File: src/hdl/baro_soc_pkg.sv
`timescale 1ns / 1ps
`default_nettype none

package baro_soc_pkg;

  localparam int RAW_W       = 24;
  localparam int ADC_BITS    = 24;
  localparam int CAL_W       = 16;
  localparam int CFG_IDX_W   = 3;
  localparam int NUM_STAGES  = 9;

  localparam int DT_W        = CAL_W + 9;
  localparam int MUL_W       = DT_W + CAL_W + 1;
  localparam int DD_W        = 2 * DT_W;
  localparam int T2_W        = DD_W - 31;
  localparam int TEMP_W      = MUL_W - 23 + 1;
  localparam int TC_W        = TEMP_W + 1;
  localparam int SQ_W        = 2 * TC_W;
  localparam int WIDE_W      = 40;
  localparam int LO_W        = WIDE_W / 2;
  localparam int HI_W        = WIDE_W - LO_W;
  localparam int PL_W        = ADC_BITS + LO_W;
  localparam int PH_W        = ADC_BITS + 1 + HI_W;
  localparam int PROD_W      = ADC_BITS + WIDE_W + 1;
  localparam int DIFF_W      = PROD_W - 21 + 1;
  localparam int PRESS_W     = DIFF_W - 15;

  localparam int TEMP_OUT_W  = 15;
  localparam int PRESS_OUT_W = 17;

  localparam logic signed [TEMP_W-1:0] TEMP_REF = TEMP_W'(2000);
  localparam logic signed [TEMP_W-1:0] TEMP_LOW = -TEMP_W'(1500);
  localparam logic signed [TC_W-1:0]   TEMP_MIN = -TC_W'(4000);
  localparam logic signed [TC_W-1:0]   TEMP_MAX = TC_W'(8500);
  localparam logic signed [PRESS_W-1:0] PRESS_MIN = PRESS_W'(1000);
  localparam logic signed [PRESS_W-1:0] PRESS_MAX = PRESS_W'(120000);

  typedef enum logic [CFG_IDX_W-1:0] {
    REG_PRESSURE_SENSITIVITY = 3'd0,
    REG_PRESSURE_OFFSET      = 3'd1,
    REG_SENS_TEMP_COEFF      = 3'd2,
    REG_OFFSET_TEMP_COEFF    = 3'd3,
    REG_REFERENCE_TEMP       = 3'd4,
    REG_TEMP_COEFF           = 3'd5
  } cfg_reg_t;

  typedef struct packed {
    logic [CAL_W-1:0] pressure_sensitivity;
    logic [CAL_W-1:0] pressure_offset;
    logic [CAL_W-1:0] sens_temp_coeff;
    logic [CAL_W-1:0] offset_temp_coeff;
    logic [CAL_W-1:0] reference_temp;
    logic [CAL_W-1:0] temp_coeff;
  } cal_t;

  typedef struct packed {
    logic [ADC_BITS-1:0]      d1;
    logic signed [TEMP_W-1:0] temp;
    logic signed [WIDE_W-1:0] off;
    logic signed [WIDE_W-1:0] sens;
    logic [T2_W-1:0]          t2;
  } first_t;

  typedef struct packed {
    logic [ADC_BITS-1:0]      d1;
    logic signed [TC_W-1:0]   temp_c;
    logic signed [WIDE_W-1:0] off_c;
    logic signed [WIDE_W-1:0] sens_c;
  } second_t;

endpackage

`default_nettype wire

File: src/hdl/baro_soc_front.sv
`timescale 1ns / 1ps
`default_nettype none

module baro_soc_front (
  input  logic                           clk,
  input  logic [2:0]                     en,
  input  logic [baro_soc_pkg::RAW_W-1:0] raw_temp,
  input  logic [baro_soc_pkg::RAW_W-1:0] raw_press,
  input  baro_soc_pkg::cal_t             cal,
  output baro_soc_pkg::first_t           first
);
  import baro_soc_pkg::*;

  logic [ADC_BITS-1:0]      d1_s1;
  logic signed [DT_W-1:0]   dt;
  logic [ADC_BITS-1:0]      d1_s2;
  logic signed [MUL_W-1:0]  p_t;
  logic signed [MUL_W-1:0]  p_o;
  logic signed [MUL_W-1:0]  p_s;
  logic signed [DD_W-1:0]   p_dd;
  logic signed [TEMP_W-1:0] temp_next;
  logic signed [WIDE_W-1:0] off_next;
  logic signed [WIDE_W-1:0] sens_next;
  logic [T2_W-1:0]          t2_next;

  always_ff @(posedge clk) begin
    if (en[0]) begin
      d1_s1 <= raw_press[ADC_BITS-1:0];
      dt    <= $signed(DT_W'(raw_temp[ADC_BITS-1:0]))
             - $signed(DT_W'({cal.reference_temp, 8'h00}));
    end
  end

  always_ff @(posedge clk) begin
    if (en[1]) begin
      d1_s2 <= d1_s1;
      p_t   <= dt * $signed({1'b0, cal.temp_coeff});
      p_o   <= dt * $signed({1'b0, cal.offset_temp_coeff});
      p_s   <= dt * $signed({1'b0, cal.sens_temp_coeff});
      p_dd  <= dt * dt;
    end
  end

  always_comb begin
    temp_next = TEMP_W'(p_t >>> 23) + TEMP_REF;
    off_next  = $signed(WIDE_W'({cal.pressure_offset, 16'h0000})) + WIDE_W'(p_o >>> 7);
    sens_next = $signed(WIDE_W'({cal.pressure_sensitivity, 15'h0000})) + WIDE_W'(p_s >>> 8);
    t2_next   = T2_W'($unsigned(p_dd) >> 31);
  end

  always_ff @(posedge clk) begin
    if (en[2]) begin
      first.d1   <= d1_s2;
      first.temp <= temp_next;
      first.off  <= off_next;
      first.sens <= sens_next;
      first.t2   <= t2_next;
    end
  end

endmodule

`default_nettype wire

File: config.mk
export PLATFORM = sky130hd
export DESIGN_NAME = baro_soc_front
export DESIGN_NICKNAME = d
export VERILOG_FILES = /design/src/hdl/baro_soc_pkg.sv /design/src/hdl/baro_soc_front.sv
export SDC_FILE = /design/constraint.sdc
export NUM_CORES = 2
export LEC_CHECK = 0
export BUFFER_PORTS_ARGS = -buffer_cell sky130_fd_sc_hd__buf_2
export CORE_MARGIN = 4
export CORE_UTILIZATION = 35
export CTS_CLUSTER_DIAMETER = 80
export DETAILED_ROUTE_END_ITERATION = 10
export RECOVER_POWER = 100
export SLEW_MARGIN = 20
export SYNTH_ARGS = -nofsm -noshare
export SYNTH_HDL_FRONTEND = slang
export SYNTH_SLANG_ARGS = --single-unit
File: constraint.sdc
create_clock -name clk -period 13.5 [get_ports clk]
set_input_delay 0 -clock clk [delete_from_list [all_inputs] [get_ports clk]]
set_output_delay 0 -clock clk [all_outputs]
set_load 0.005 [all_outputs]
==> reports/results.tsv <==
metric	value	unit
globalRoute.totalOverflow	0	
grt_max_degree	72	
count_of_cell_instances_traversed_by_the_critical_path	29	
drt_first_pass_iters	7	
vias_in_the_first_global_route	54700	
postCtsSetupBuffers	0	
timing.max_slew.rel_slack	-211	%
finalHoldWorstSlack	0.00863	ns
rows	167	
r2r_start	dt[3]	
wire_per_inst	17.6	um
final_cell_mix	sky130_fd_sc_hd__inv_1 (2,015), sky130_fd_sc_hd__fa_1 (1,776), sky130_fd_sc_hd__nand2_1 (929)	
finalWorstPathRequiredPeriod	9.93	ns
initial_utilization	35.2	%
synth_edf_count	314	
synth_seq_cells	314	
ant_nets	0	
rsz_0062_raised_after_global_routing	no	
grtUsageMet1	23.3	%
num-fill-cells	20700	
final_design_utilization	38.3	%
cp.required	13.90	ns
post_cts.resized_instances	0	
grt_first_pass_wirelength	301000	um
synthesis.yosys.warnings	0	
r2r_depth	29	
grt_most_used_layer	met2	
instances_no_fill	10300	
ff2ff_setup_slack	3.57	ns
max_freq	101	MHz
critical_path_arrival	10.33	ns
synthesis.area	73000	um2
syn_inst	7312	
worst_r2r_endpoint	p_dd[43]	
worstPathBufferInverterCount	9	
clkSinkCount	314	
core_region_area	207000	um2
drt_iter0_drc	2442	
path_class	register to register	
setup-violations-final	0	
drive_gt1_share	4.12	%
critical_path.max_fanout	48	
fp.dieArea	216000	um2
min_period_over_period	73.6	%
clkSlewWorstSetupHoldPaths	0.06	ns
synth-seq-area-share	12.9	%
timing.hold.worst_endpoint	dt[12]	
setup_tns	0	ns
mappedNetlistNets	9740	
violated_checks	max-capacitance violations, max-slew violations	
tritoncts	done	
ios	291	
tightest_slew	4.66	ns
cp_max_delay_cell	sky130_fd_sc_hd__clkbuf_1	
cts_inserted_buffers	42	
maxCapViolations	7	
worst_path_dominant_cell_family	adder cells	
htree_num_levels	2	
min_from	cal[20]	
io_buffers	290	
layout.cells.most_common	sky130_fd_sc_hd__inv_1	
drc	0	
detailedPlacementHpwl	143000	um
cts.path.max_buffers	3	
min_delay_path_depth	5	
finish.net_count	9920	
antenna_found_initial	20	
cp_slowest_stage_delay	2.07	ns
place_inst	10100	
use_met3	2.34	%
gp_congestion	0.866	
ys_types	79	
crit_path_start_kind	register	
grt_usage	17.5	%
detail_route.wirelength	182000	um
critical_path_sink_type	register	
worstSkewPairLatency	0.65	ns
timing_hold_violations_final	0	
avgViaCountPerCell	4.64	
postSynthAreaPerCell	9.98	um2
hold_path.class	input port to register	
die_x	465	um
ys_async_sr_fraction	0	%
dominantRegCellSynth	sky130_fd_sc_hd__edfxtp_1	
via_count	47900	
areaGrowthSynthToFinish	8.76	%
final-max-slew-violation-count	372	
skew	0.0319	ns
use_met2	30.4	%
die_h	465	um
status	finished with violations	
clock_tree.root_cell	sky130_fd_sc_hd__clkbuf_16	
[layout make-up]
class                   count  area (um2)  share of cell area, %
clock inverters            33         367                  0.462
repair buffers            452        2780                   3.51
multi-input cells        4667       54700                   68.9
flip-flops and latches    314        9430                   11.9
well taps                2788        3490                   4.39
inverters                2015        7560                   9.53
clock buffers              44        1060                   1.33
diodes                      8        20.0                 0.0252
[worst max path at each step]
stage | slack, ns | startpoint | to
finish | 3.57 | dt[3] | p_dd[43]
global placement | 5.26 | dt[12] | p_dd[43]
CTS | 5.20 | dt[9] | p_dd[43]
floorplan | 6.23 | dt[24] | p_dd[43]
detailed placement | 5.20 | dt[9] | p_dd[43]
global route | 3.00 | dt[3] | p_s[37]
[cells in the mapped netlist (all sizes together) (46+ instances only)]
master | instances | area (um2)
a21o | 57 | 429
a21oi | 106 | 561
and2 | 620 | 3880
clkbuf | 304 | 1140
edfxtp | 314 | 9430
fa | 1776 | 35600
ha | 504 | 6310
inv | 2015 | 7560
nand2 | 929 | 3490
nor2 | 127 | 477
o21ai | 52 | 264
xnor2 | 138 | 1210
xor2 | 46 | 403
[per-layer routing]
| metal | up-vias | routed length [um] |
|---|---|---|
| met5 | - | 48 |
| met4 | 8 | 3700 |
| met3 | 207 | 9140 |
| met2 | 1050 | 90500 |
| met1 | 25100 | 78600 |
| li1 | 21500 | - |
[registers in the layout, indices dropped and copies added (netlist names)]
signal	cells
d1_s1	24
d1_s2	24
dt	25
first	134
p_dd	19
p_o	35
p_s	34
p_t	19
[stage by stage]
step	worst slack, ns	area, um2
CTS	5.20	79600
finish	3.57	79400
global route	3.00	79400
floorplan	6.23	73000
detailed placement	5.20	77200
global placement	5.26	77200
[worst min-delay path: cells and delay by family]
family                   cells  cell delay [ns]
AND/OR/NAND/NOR              2             0.23
buffers and inverters        2             0.13
adder cells (fa/ha/maj)      1             0.15
[logic make-up (layout without fill, tap and decap cells)]
logic type	Yosys count	after routing	synth area share [%]
other cells	0	8	0
mux	2	2	0.0291
flops	314	314	12.9
compound gates	345	345	3.26
simple gates	1856	1856	12.2
buf+inv	2331	2544	12.0
xor+xnor	184	184	2.21
fa+ha+maj	2280	2280	57.3
[repair_timing]
| item | in CTS | in global routing |
|---|---|---|
| endpoints found under the setup margin | 0 | 0 |
| hold buffers | 107 | 0 |
| hold endpoints to repair | 174 | 0 |
Power is left out: the tool's default activity adds up to more than one toggle a clock period on the data nets, which glitch-free logic cannot reach.
