===== config.mk =====
export PLATFORM = sky130hd
export DESIGN_NAME = baro_soc_press
export DESIGN_NICKNAME = d
export VERILOG_FILES = /design/src/hdl/baro_soc_pkg.sv /design/src/hdl/baro_soc_press.sv
export SDC_FILE = /design/constraint.sdc
export NUM_CORES = 2
export LEC_CHECK = 0
export BUFFER_PORTS_ARGS = -buffer_cell sky130_fd_sc_hd__buf_4
export CORE_MARGIN = 4
export CORE_UTILIZATION = 45
export DETAILED_ROUTE_END_ITERATION = 12
export PLACE_DENSITY = 0.63
export SYNTH_ARGS = -nofsm -noshare
export SYNTH_HDL_FRONTEND = slang
export SYNTH_SLANG_ARGS = --single-unit

===== constraint.sdc =====
create_clock -name clk -period 8.1 [get_ports clk]
set_clock_uncertainty 0.15 [all_clocks]
set_input_delay 0.405 -clock clk [delete_from_list [all_inputs] [get_ports clk]]
set_output_delay 0.405 -clock clk [all_outputs]
set_load 0.05 [all_outputs]

===== src/hdl/baro_soc_pkg.sv =====
`timescale 1ns / 1ps
`default_nettype none

package baro_soc_pkg;

  localparam int RAW_W       = 24;
  localparam int ADC_BITS    = 24;
  localparam int CAL_W       = 16;
  localparam int CFG_IDX_W   = 3;
  localparam int NUM_STAGES  = 9;

  localparam int DT_W        = CAL_W + 9;
  localparam int MUL_W       = DT_W + CAL_W + 1;
  localparam int DD_W        = 2 * DT_W;
  localparam int T2_W        = DD_W - 31;
  localparam int TEMP_W      = MUL_W - 23 + 1;
  localparam int TC_W        = TEMP_W + 1;
  localparam int SQ_W        = 2 * TC_W;
  localparam int WIDE_W      = 40;
  localparam int LO_W        = WIDE_W / 2;
  localparam int HI_W        = WIDE_W - LO_W;
  localparam int PL_W        = ADC_BITS + LO_W;
  localparam int PH_W        = ADC_BITS + 1 + HI_W;
  localparam int PROD_W      = ADC_BITS + WIDE_W + 1;
  localparam int DIFF_W      = PROD_W - 21 + 1;
  localparam int PRESS_W     = DIFF_W - 15;

  localparam int TEMP_OUT_W  = 15;
  localparam int PRESS_OUT_W = 17;

  localparam logic signed [TEMP_W-1:0] TEMP_REF = TEMP_W'(2000);
  localparam logic signed [TEMP_W-1:0] TEMP_LOW = -TEMP_W'(1500);
  localparam logic signed [TC_W-1:0]   TEMP_MIN = -TC_W'(4000);
  localparam logic signed [TC_W-1:0]   TEMP_MAX = TC_W'(8500);
  localparam logic signed [PRESS_W-1:0] PRESS_MIN = PRESS_W'(1000);
  localparam logic signed [PRESS_W-1:0] PRESS_MAX = PRESS_W'(120000);

  typedef enum logic [CFG_IDX_W-1:0] {
    REG_PRESSURE_SENSITIVITY = 3'd0,
    REG_PRESSURE_OFFSET      = 3'd1,
    REG_SENS_TEMP_COEFF      = 3'd2,
    REG_OFFSET_TEMP_COEFF    = 3'd3,
    REG_REFERENCE_TEMP       = 3'd4,
    REG_TEMP_COEFF           = 3'd5
  } cfg_reg_t;

  typedef struct packed {
    logic [CAL_W-1:0] pressure_sensitivity;
    logic [CAL_W-1:0] pressure_offset;
    logic [CAL_W-1:0] sens_temp_coeff;
    logic [CAL_W-1:0] offset_temp_coeff;
    logic [CAL_W-1:0] reference_temp;
    logic [CAL_W-1:0] temp_coeff;
  } cal_t;

  typedef struct packed {
    logic [ADC_BITS-1:0]      d1;
    logic signed [TEMP_W-1:0] temp;
    logic signed [WIDE_W-1:0] off;
    logic signed [WIDE_W-1:0] sens;
    logic [T2_W-1:0]          t2;
  } first_t;

  typedef struct packed {
    logic [ADC_BITS-1:0]      d1;
    logic signed [TC_W-1:0]   temp_c;
    logic signed [WIDE_W-1:0] off_c;
    logic signed [WIDE_W-1:0] sens_c;
  } second_t;

endpackage

`default_nettype wire


===== src/hdl/baro_soc_press.sv =====
`timescale 1ns / 1ps
`default_nettype none

module baro_soc_press (
  input  logic                                       clk,
  input  logic [3:0]                                 en,
  input  baro_soc_pkg::second_t                      second,
  output logic signed [baro_soc_pkg::TEMP_OUT_W-1:0] temp_centi,
  output logic [baro_soc_pkg::PRESS_OUT_W-1:0]       press_pa,
  output logic                                       saturated
);
  import baro_soc_pkg::*;

  logic [PL_W-1:0]           pl;
  logic signed [PH_W-1:0]    ph;
  logic signed [WIDE_W-1:0]  off_s6;
  logic signed [TC_W-1:0]    temp_s6;
  logic signed [PROD_W-1:0]  prod;
  logic signed [WIDE_W-1:0]  off_s7;
  logic signed [TC_W-1:0]    temp_s7;
  logic signed [DIFF_W-1:0]  diff;
  logic signed [TC_W-1:0]    temp_s8;
  logic signed [PRESS_W-1:0] press;
  logic signed [TC_W-1:0]    temp_cl;
  logic signed [PRESS_W-1:0] press_cl;
  logic                      sat_next;

  always_ff @(posedge clk) begin
    if (en[0]) begin
      pl      <= PL_W'(second.d1) * PL_W'(second.sens_c[LO_W-1:0]);
      ph      <= $signed({1'b0, second.d1}) * $signed(second.sens_c[WIDE_W-1:LO_W]);
      off_s6  <= second.off_c;
      temp_s6 <= second.temp_c;
    end
  end

  always_ff @(posedge clk) begin
    if (en[1]) begin
      prod    <= (PROD_W'(ph) <<< LO_W) + $signed(PROD_W'(pl));
      off_s7  <= off_s6;
      temp_s7 <= temp_s6;
    end
  end

  always_ff @(posedge clk) begin
    if (en[2]) begin
      diff    <= DIFF_W'(prod >>> 21) - DIFF_W'(off_s7);
      temp_s8 <= temp_s7;
    end
  end

  always_comb begin
    press    = PRESS_W'(diff >>> 15);
    sat_next = 1'b0;
    temp_cl  = temp_s8;
    press_cl = press;
    if (temp_s8 < TEMP_MIN) begin
      temp_cl  = TEMP_MIN;
      sat_next = 1'b1;
    end else if (temp_s8 > TEMP_MAX) begin
      temp_cl  = TEMP_MAX;
      sat_next = 1'b1;
    end
    if (press < PRESS_MIN) begin
      press_cl = PRESS_MIN;
      sat_next = 1'b1;
    end else if (press > PRESS_MAX) begin
      press_cl = PRESS_MAX;
      sat_next = 1'b1;
    end
  end

  always_ff @(posedge clk) begin
    if (en[3]) begin
      temp_centi <= TEMP_OUT_W'(temp_cl);
      press_pa   <= PRESS_OUT_W'($unsigned(press_cl));
      saturated  <= sat_next;
    end
  end

endmodule

`default_nettype wire


==> results_dict.tcl <==
set metrics [dict create \
    outcome "finished clean" \
    port_buffers 162 \
    synth_top_area_frac 0.349 \
    crit_path_end_kind "flip-flop" \
    worstPathMaxFanout 40 \
    coreArea_mm2 0.0989 \
    synth_edf_count 319 \
    grt_max_degree 81 \
    vias 30800 \
    cts.sinks 319 \
    firstDrtPassIters 5 \
    ys_async_sr_fraction 0 \
    gp_congestion 0.880 \
    fmax_mhz 139 \
    worstHoldPathType "input pin to flip-flop" \
    wl_per_cell_um 19.0 \
    grt_setup_unrepaired "false" \
    fin_nets 5897 \
    htreeDepth 2 \
    grt.total_usage 0.223 \
    start_util 0.455 \
    fp.dieH_um 324 \
    synth_fp_nets 5808 \
    die_w_um 324 \
    vias_per_cell 5.22 \
    ys_ff_latch 319 \
    cts_resized 0 \
    antenna_found_initial 3 \
    critPathArrivalTime_ns 7.30 \
    synth-compound-area-share 0.0599 \
    clockBufferDepth 3 \
    synth_cell_types 72 \
    clk_pin_slew_ns 0.06 \
    yosysSeqAreaShare 0.213 \
    gr-total-overflow 0 \
    grt_pass1_vias 33500 \
    pin_count 163 \
    finalHoldViolCount 0 \
    layout_common_cells "951 x inv_1, 785 x fa_1, 561 x nand2_1, 479 x and2_1, 399 x ha_1" \
    synth_area_leaders "fa_1 35%, edfxtp_1 21%, ha_1 11%, inv_1 7.9%, and2_1 6.7%" \
    area_delta_synth_final_pct 8.90 \
    critical_path_class "input pin to flip-flop" \
    ys.flop_type "edfxtp_1" \
    crit_required_ns 8.22 \
    yosys.area_share.adder 0.460 \
    dp_hpwl_um 85600 \
    drt_iter0_drc 1922 \
    rows 115 \
    slew_violations 0 \
    tightest_slew_ns 0.826 \
    relSlewSlack 0.445 \
    drc_errors 0 \
    cts_tree "yes" \
    drive_above_1_share 0.0564 \
    clock_latency_ns 0.53 \
    synth_top_family_by_area "adder cells" \
    startpoint_type "input pin" \
    avgSynthCellArea_um2 10.0 \
    fin_util 0.496 \
    synthMuxAreaShare 0 \
    syn_area_mm2 0.0450 \
    root_buffer "clkbuf_16" \
    setup_viol 0 \
    tns_ns 0 \
    yosysTopAreaCell "fa_1" \
    routed_wl_um 112000 \
    numCtsBuffers 34 \
    ant_nets 0 \
    synthXorXnorAreaFrac 0.0259 \
    syn_inst 4494 \
    cap_violations 0 \
    finalCritPeriodShare 0.886 \
    dieArea_mm2 0.105 \
    grt_pass1_wl_um 185000 \
    finalCriticalPeriod_ns 7.18 \
    yosys.area_share.simple 0.145 \
    yosysWarnings 0 \
    final_common_cell "inv_1" \
]
-- metal layers --
metal | track usage | wire, um | vias to the layer above
met3 | 0.0296 | 7080 | 160
met4 | 0.0516 | 2680 | 0
li1 | - | - | 14100
met2 | 0.367 | 51900 | 919
met5 | 0 | 0 | -
met1 | 0.318 | 50400 | 15600
-- sequential cells by signal (all words and copies together), names as in the netlist, 24 cells and up --
signal	cells
diff	30
pl	24
off_s6	40
ph	45
off_s7	40
prod	44
-- stage by stage --
step	hold slack [ns]	std cells	setup WS, ns	cell area [um^2]
2_1_floorplan	0.250	4494	1.25	45000
3_3_place_gp	0.250	5773	0.614	47300
3_5_place_dp	0.255	5773	0.515	47300
4_1_cts	0.175	5895	1.06	49000
5_1_grt	0.196	5897	0.692	49000
6_report	0.194	5897	0.921	49000
-- cells in the mapped netlist, drive strengths merged (65+ instances only) --
cell / n
a21o: 82
a21oi: 123
and2: 479
clkbuf: 190
edfxtp: 319
fa: 785
ha: 399
inv: 951
nand2: 562
nor2: 83
o21ai: 65
xnor2: 91
-- final cells by class --
cell class / count / area [um^2]
Clock inverter: 20 / 206
Fill cell: 9115 / 49900
Multi-Input combinational cell: 3027 / 31100
Timing Repair Buffer: 250 / 2030
Sequential cell: 319 / 9580
Inverter: 951 / 3570
Antenna cell: 2 / 5.00
Clock buffer: 41 / 898
Tap cell: 1287 / 1610
-- final timing paths --
check | startpoint | endpoint | slack [ns] | cells past startpoint
worst max-delay path | second[110] | ph[44] | 0.92 | 22
worst min-delay path | en[3] | temp_centi[3] | 0.19 | 1
worst max register to register | pl[33] | prod[54] | 4.68 | 9
worst min register to register | off_s6[19] | off_s7[19] | 0.25 | 0
-- critical path, stage by stage --
cell      delay [ns]
buf_4           0.49
nand2_1         0.15
fa_1            0.51
fa_1            0.57
fa_1            0.46
fa_1            0.56
inv_1           0.05
fa_1            0.45
fa_1            0.49
inv_1           0.05
fa_1            0.47
inv_1           0.04
ha_1            0.40
nand2_1         0.10
o21ai_1         0.25
a221oi_1        0.12
o21ai_0         0.52
o21ai_1         0.19
and3b_1         0.23
o221a_2         0.28
o211a_1         0.21
a211o_1         0.27
-- cells by family after synthesis --
group / Yosys count
DFF: 319
AOI/OAI and AO/OA: 404
and+or+nand+nor: 1306
xor gates and xnor gates: 133
buffers and inverters: 1148
adders and majority gates: 1184
-- repair_timing --
| action | CTS | global route |
|---|---|---|
| hold buffers | 61 | 0 |
| buffers inserted | 0 | 0 |
| hold endpoints to repair | 61 | 0 |
Power is left out: the tool's default activity adds up to more than one toggle a clock period on the data nets, which glitch-free logic cannot reach.
