### src/hdl/baro_soc_pkg.sv
`timescale 1ns / 1ps
`default_nettype none

package baro_soc_pkg;

  localparam int RAW_W       = 24;
  localparam int ADC_BITS    = 24;
  localparam int CAL_W       = 16;
  localparam int CFG_IDX_W   = 3;
  localparam int NUM_STAGES  = 9;

  localparam int DT_W        = CAL_W + 9;
  localparam int MUL_W       = DT_W + CAL_W + 1;
  localparam int DD_W        = 2 * DT_W;
  localparam int T2_W        = DD_W - 31;
  localparam int TEMP_W      = MUL_W - 23 + 1;
  localparam int TC_W        = TEMP_W + 1;
  localparam int SQ_W        = 2 * TC_W;
  localparam int WIDE_W      = 40;
  localparam int LO_W        = WIDE_W / 2;
  localparam int HI_W        = WIDE_W - LO_W;
  localparam int PL_W        = ADC_BITS + LO_W;
  localparam int PH_W        = ADC_BITS + 1 + HI_W;
  localparam int PROD_W      = ADC_BITS + WIDE_W + 1;
  localparam int DIFF_W      = PROD_W - 21 + 1;
  localparam int PRESS_W     = DIFF_W - 15;

  localparam int TEMP_OUT_W  = 15;
  localparam int PRESS_OUT_W = 17;

  localparam logic signed [TEMP_W-1:0] TEMP_REF = TEMP_W'(2000);
  localparam logic signed [TEMP_W-1:0] TEMP_LOW = -TEMP_W'(1500);
  localparam logic signed [TC_W-1:0]   TEMP_MIN = -TC_W'(4000);
  localparam logic signed [TC_W-1:0]   TEMP_MAX = TC_W'(8500);
  localparam logic signed [PRESS_W-1:0] PRESS_MIN = PRESS_W'(1000);
  localparam logic signed [PRESS_W-1:0] PRESS_MAX = PRESS_W'(120000);

  typedef enum logic [CFG_IDX_W-1:0] {
    REG_PRESSURE_SENSITIVITY = 3'd0,
    REG_PRESSURE_OFFSET      = 3'd1,
    REG_SENS_TEMP_COEFF      = 3'd2,
    REG_OFFSET_TEMP_COEFF    = 3'd3,
    REG_REFERENCE_TEMP       = 3'd4,
    REG_TEMP_COEFF           = 3'd5
  } cfg_reg_t;

  typedef struct packed {
    logic [CAL_W-1:0] pressure_sensitivity;
    logic [CAL_W-1:0] pressure_offset;
    logic [CAL_W-1:0] sens_temp_coeff;
    logic [CAL_W-1:0] offset_temp_coeff;
    logic [CAL_W-1:0] reference_temp;
    logic [CAL_W-1:0] temp_coeff;
  } cal_t;

  typedef struct packed {
    logic [ADC_BITS-1:0]      d1;
    logic signed [TEMP_W-1:0] temp;
    logic signed [WIDE_W-1:0] off;
    logic signed [WIDE_W-1:0] sens;
    logic [T2_W-1:0]          t2;
  } first_t;

  typedef struct packed {
    logic [ADC_BITS-1:0]      d1;
    logic signed [TC_W-1:0]   temp_c;
    logic signed [WIDE_W-1:0] off_c;
    logic signed [WIDE_W-1:0] sens_c;
  } second_t;

endpackage

`default_nettype wire

### src/hdl/baro_soc_second.sv
`timescale 1ns / 1ps
`default_nettype none

module baro_soc_second (
  input  logic                  clk,
  input  logic [1:0]            en,
  input  baro_soc_pkg::first_t  first,
  output baro_soc_pkg::second_t second
);
  import baro_soc_pkg::*;

  logic signed [TC_W-1:0]   a;
  logic signed [TC_W-1:0]   b;
  logic signed [SQ_W-1:0]   sq;
  logic signed [SQ_W-1:0]   sq2;
  logic                     below_ref;
  logic                     below_low;
  first_t                   hold;
  logic [WIDE_W-1:0]        sq_u;
  logic [WIDE_W-1:0]        sq2_u;
  logic [WIDE_W-1:0]        off2;
  logic [WIDE_W-1:0]        sens2;
  logic signed [TC_W-1:0]   temp_c_next;

  always_comb begin
    a = TC_W'($signed(first.temp)) - TC_W'(TEMP_REF);
    b = TC_W'($signed(first.temp)) - TC_W'(TEMP_LOW);
  end

  always_ff @(posedge clk) begin
    if (en[0]) begin
      sq        <= a * a;
      sq2       <= b * b;
      below_ref <= $signed(first.temp) < TEMP_REF;
      below_low <= $signed(first.temp) < TEMP_LOW;
      hold      <= first;
    end
  end

  always_comb begin
    sq_u  = WIDE_W'($unsigned(sq));
    sq2_u = WIDE_W'($unsigned(sq2));
    off2  = '0;
    sens2 = '0;
    temp_c_next = TC_W'($signed(hold.temp));
    if (below_ref) begin
      off2  = (sq_u * WIDE_W'(5)) >> 1;
      sens2 = (sq_u * WIDE_W'(5)) >> 2;
      if (below_low) begin
        off2  = off2 + sq2_u * WIDE_W'(7);
        sens2 = sens2 + ((sq2_u * WIDE_W'(11)) >> 1);
      end
      temp_c_next = TC_W'($signed(hold.temp)) - $signed(TC_W'(hold.t2));
    end
  end

  always_ff @(posedge clk) begin
    if (en[1]) begin
      second.d1     <= hold.d1;
      second.temp_c <= temp_c_next;
      second.off_c  <= $signed(hold.off) - $signed(off2);
      second.sens_c <= $signed(hold.sens) - $signed(sens2);
    end
  end

endmodule

`default_nettype wire

### config.mk
export PLATFORM = sky130hd
export DESIGN_NAME = baro_soc_second
export DESIGN_NICKNAME = d
export VERILOG_FILES = /design/src/hdl/baro_soc_pkg.sv /design/src/hdl/baro_soc_second.sv
export SDC_FILE = /design/constraint.sdc
export NUM_CORES = 2
export LEC_CHECK = 0
export ABC_AREA = 1
export ABC_CLOCK_PERIOD_IN_PS = 18790
export BUFFER_PORTS_ARGS = -buffer_cell sky130_fd_sc_hd__buf_2
export CAP_MARGIN = 20
export CORE_ASPECT_RATIO = 0.75
export CORE_MARGIN = 1.5
export CORE_UTILIZATION = 60
export DETAILED_ROUTE_END_ITERATION = 8
export GPL_TIMING_DRIVEN = 0
export PLACE_DENSITY_LB_ADDON = 0.25
export SLEW_MARGIN = 25
export SYNTH_ARGS = -nofsm -noshare
export SYNTH_HDL_FRONTEND = slang
export SYNTH_SLANG_ARGS = --single-unit
export TNS_END_PERCENT = 10
### constraint.sdc
create_clock -name clk -period 18.79 [get_ports clk]
set_input_delay 0 -clock clk [delete_from_list [all_inputs] [get_ports clk]]
set_output_delay 0 -clock clk [all_outputs]
set_load 0.03 [all_outputs]
==> flow_summary.yaml <==
floorplanning:
  core_area_um2: 102000
  die_x_um: 374
  num_rows: 101
  ios: 271
  die_y_um: 281
  dieArea_um2: 105000
  initial_utilization_pct: 60.8
placed_design:
  gp_congestion: 1.07
  dp_hpwl_um: 193000
  post-place-ws_ns: 8.75
  numPortBuffers: 270
logic_synthesis:
  ys_ff_latch: 345
  netlist_area_um2: 61800
  synth_nets: 9292
  synth_edf_count: 345
  synth.avg_cell_area_um2: 8.05
  ys_warn_count: 0
  synth-main-ff-cell: "edfxtp_1"
  yosys-top-cells-area: "fa_1, edfxtp_1, inv_1"
  synthDistinctLibCells: 58
  netlist_instances: 7675
  synth_area_leader_cell: "fa_1"
  synth_top_area_share_pct: 29.6
  ys_seq_area_share_pct: 16.8
  async_flop_share_pct: 0
setup_path:
  slowest_delay_ns: 0.93
  end_kind: "flop"
  critPathSlowestCell: "fa_1"
  cpLargestDelayFamily: "adder cells"
  criticalPathCategory: "primary input to flop"
  critPathRequiredTime_ns: 19.20
  cp_max_fo: 10
  cp_num_buf_inv: 12
  cp-start-kind: "primary input"
  cp.arrival_ns: 10.62
detailed_routing:
  first_pass_iters: 6
  wirelength_um: 229000
  avgRoutedWirePerCell_um: 24.1
  vias: 55800
  viasPerCell: 5.87
  first_iter_violations: 6945
  drc_errors: 0
  postRouteAntennaNets: 0
clock_network:
  path_clk_slew_ns: 0.07
  cts_tree: "done"
  clk_latency_ns: 0.62
  ctsResizeCount: 0
  cts_root_buf: "clkbuf_16"
  clockBufferDepth: 3
  cts.htree.levels: 2
  cts_buffers: 39
  cts.sink_count: 345
timing:
  setup_ws_ns: 8.58
  finalSetupViolCount: 0
  tns_ns: 0
  worst_pin_slew_ns: 1.26
  fin_crit_ns: 10.21
  grt_setup_unrepaired: "no"
  slew_headroom_pct: 15.8
  post-route-period-util_pct: 54.4
  max_freq_mhz: 97.9
  drv_slew: 0
  hold_violations: 0
  skew_ns: 0.0574
grt:
  grt_max_degree: 96
  grt_pass1_vias: 55600
  track_usage_pct: 43.5
  antenna_found_initial: 10
  grt.overflow.total: 0
  grt_pass1_wl_um: 340000
outcome:
  outcome: "finished clean"
final_layout:
  multi_input_area_um2: 43800
  area_growth_pct: 9.69
  seq_area_um2: 10400
  finalNetCount: 9751
  layout-drive-gt1-share_pct: 5.85
  fillers: 8528
  layout_common_cells: "inv_1, nand2_1, fa_1"
  layout_commonest_cell: "inv_1"
min_path:
  hold_class: "primary input to flop"
run:
  max_cap_viol_count: 0
-- per-stage QoR --
| stage | hold slack [ns] | utilization (%) | instance area [um2] | instances |
|---|---|---|---|---|
| floorplan | 0.0989 | - | 61800 | 7675 |
| global placement | 0.176 | 63.8 | 64800 | 9284 |
| finish | 0.103 | 66.7 | 67800 | 9505 |
| global route | 0.0953 | 66.7 | 67800 | 9503 |
| detailed placement | 0.178 | 63.9 | 65000 | 9287 |
| CTS | 0.0783 | 66.7 | 67800 | 9503 |
-- final timing paths --
path	end	slack, ns	cells after the start	startpoint
worst max-delay path	sq2[38]	8.58	31	first[101]
worst min-delay path	hold[26]	0.10	2	first[26]
worst max register to register	second[33]	10.28	27	sq[2]
worst min register to register	second[106]	0.40	0	hold[124]
-- metal layers --
metal | vias to the layer above | GRT usage, % | share of wire [%]
li1 | 24700 | - | -
met2 | 3594 | 64.0 | 42
met1 | 26900 | 60.1 | 40
met5 | - | 0 | 0.032
met4 | 12 | 18.1 | 5.0
met3 | 607 | 13.1 | 13
-- final cells by class --
cell class / count / share of cell area [%]
Clock inverter: 28 / 0.574
Timing Repair Buffer: 418 / 4.29
Multi-Input combinational cell: 5336 / 64.7
Inverter: 1898 / 10.5
Antenna cell: 2 / 0.00738
Sequential cell: 345 / 15.3
Clock buffer: 43 / 1.46
Buffer: 96 / 0.742
Tap cell: 1339 / 2.47
-- cell families (layout without fill, tap and decap cells) --
logic type | Yosys count | count (layout) | share of synthesized area, %
buffers and inverters | 1994 | 2483 | 12.3
DFF | 345 | 345 | 16.8
and+or+nand+nor | 2692 | 2692 | 18.0
other | 2 | 4 | 0.0122
AOI/OAI and AO/OA | 916 | 916 | 8.31
adders and majority gates | 1471 | 1471 | 40.9
xor gates and xnor gates | 255 | 255 | 3.66
-- state kept, by name, indices dropped and copies added, names as in the netlist --
register / flops
below_ref: 1
hold: 142
second: 125
below_low: 1
sq: 39
sq2: 37
-- worst register-to-register path: stages, from the launching register on --
cell and delay (ns):
edfxtp_1 0.91, inv_1 0.22, ha_1 0.34, inv_1 0.31
ha_1 0.24, ha_1 0.24, nand2_1 0.10, o21ai_1 0.36
inv_1 0.13, o21ai_1 0.29, xor2_1 0.51, ha_1 0.34
nand2_1 0.16, nor2_1 0.36, nand4_1 0.31, o21ai_0 0.56
nand3_1 0.24, a21o_1 0.21, nand3_1 0.15, nand3_1 0.21
ha_1 0.46, nand2_1 0.15, nor2_1 0.25, inv_1 0.09
nor3_1 0.69, nand3_1 0.16, nand3_1 0.14, xor2_1 0.23
-- synth_stat cells (4+ instances only) --
cell type / number
inv_2: 16
nor3_1: 66
nand4_1: 62
o31ai_1: 5
a21o_1: 59
nand3_1: 311
a21boi_0: 13
xnor2_1: 82
buf_1: 6
o211ai_1: 19
nand3b_1: 14
o21ai_0: 284
nor4_1: 27
o21ai_1: 9
buf_4: 10
nor2_2: 23
nand2_2: 10
a21oi_1: 387
or2_2: 20
buf_2: 20
o21a_1: 14
clkbuf_1: 50
inv_1: 1873
a31oi_1: 51
edfxtp_1: 345
a211oi_1: 5
and2_1: 4
fa_1: 913
ha_1: 558
o21bai_1: 52
nand2_1: 1293
clkinv_1: 7
xor2_1: 171
and3_1: 6
buf_6: 8
nor2_1: 837
nor2_4: 6
-- timing repair --
item                      in CTS  in global routing
hold endpoints to repair     225                  0
hold buffers                 145                  0
buffers inserted               0                  0
Power is not shown: default switching activity piles up to over one toggle a cycle in this logic, so the estimate is an artifact.
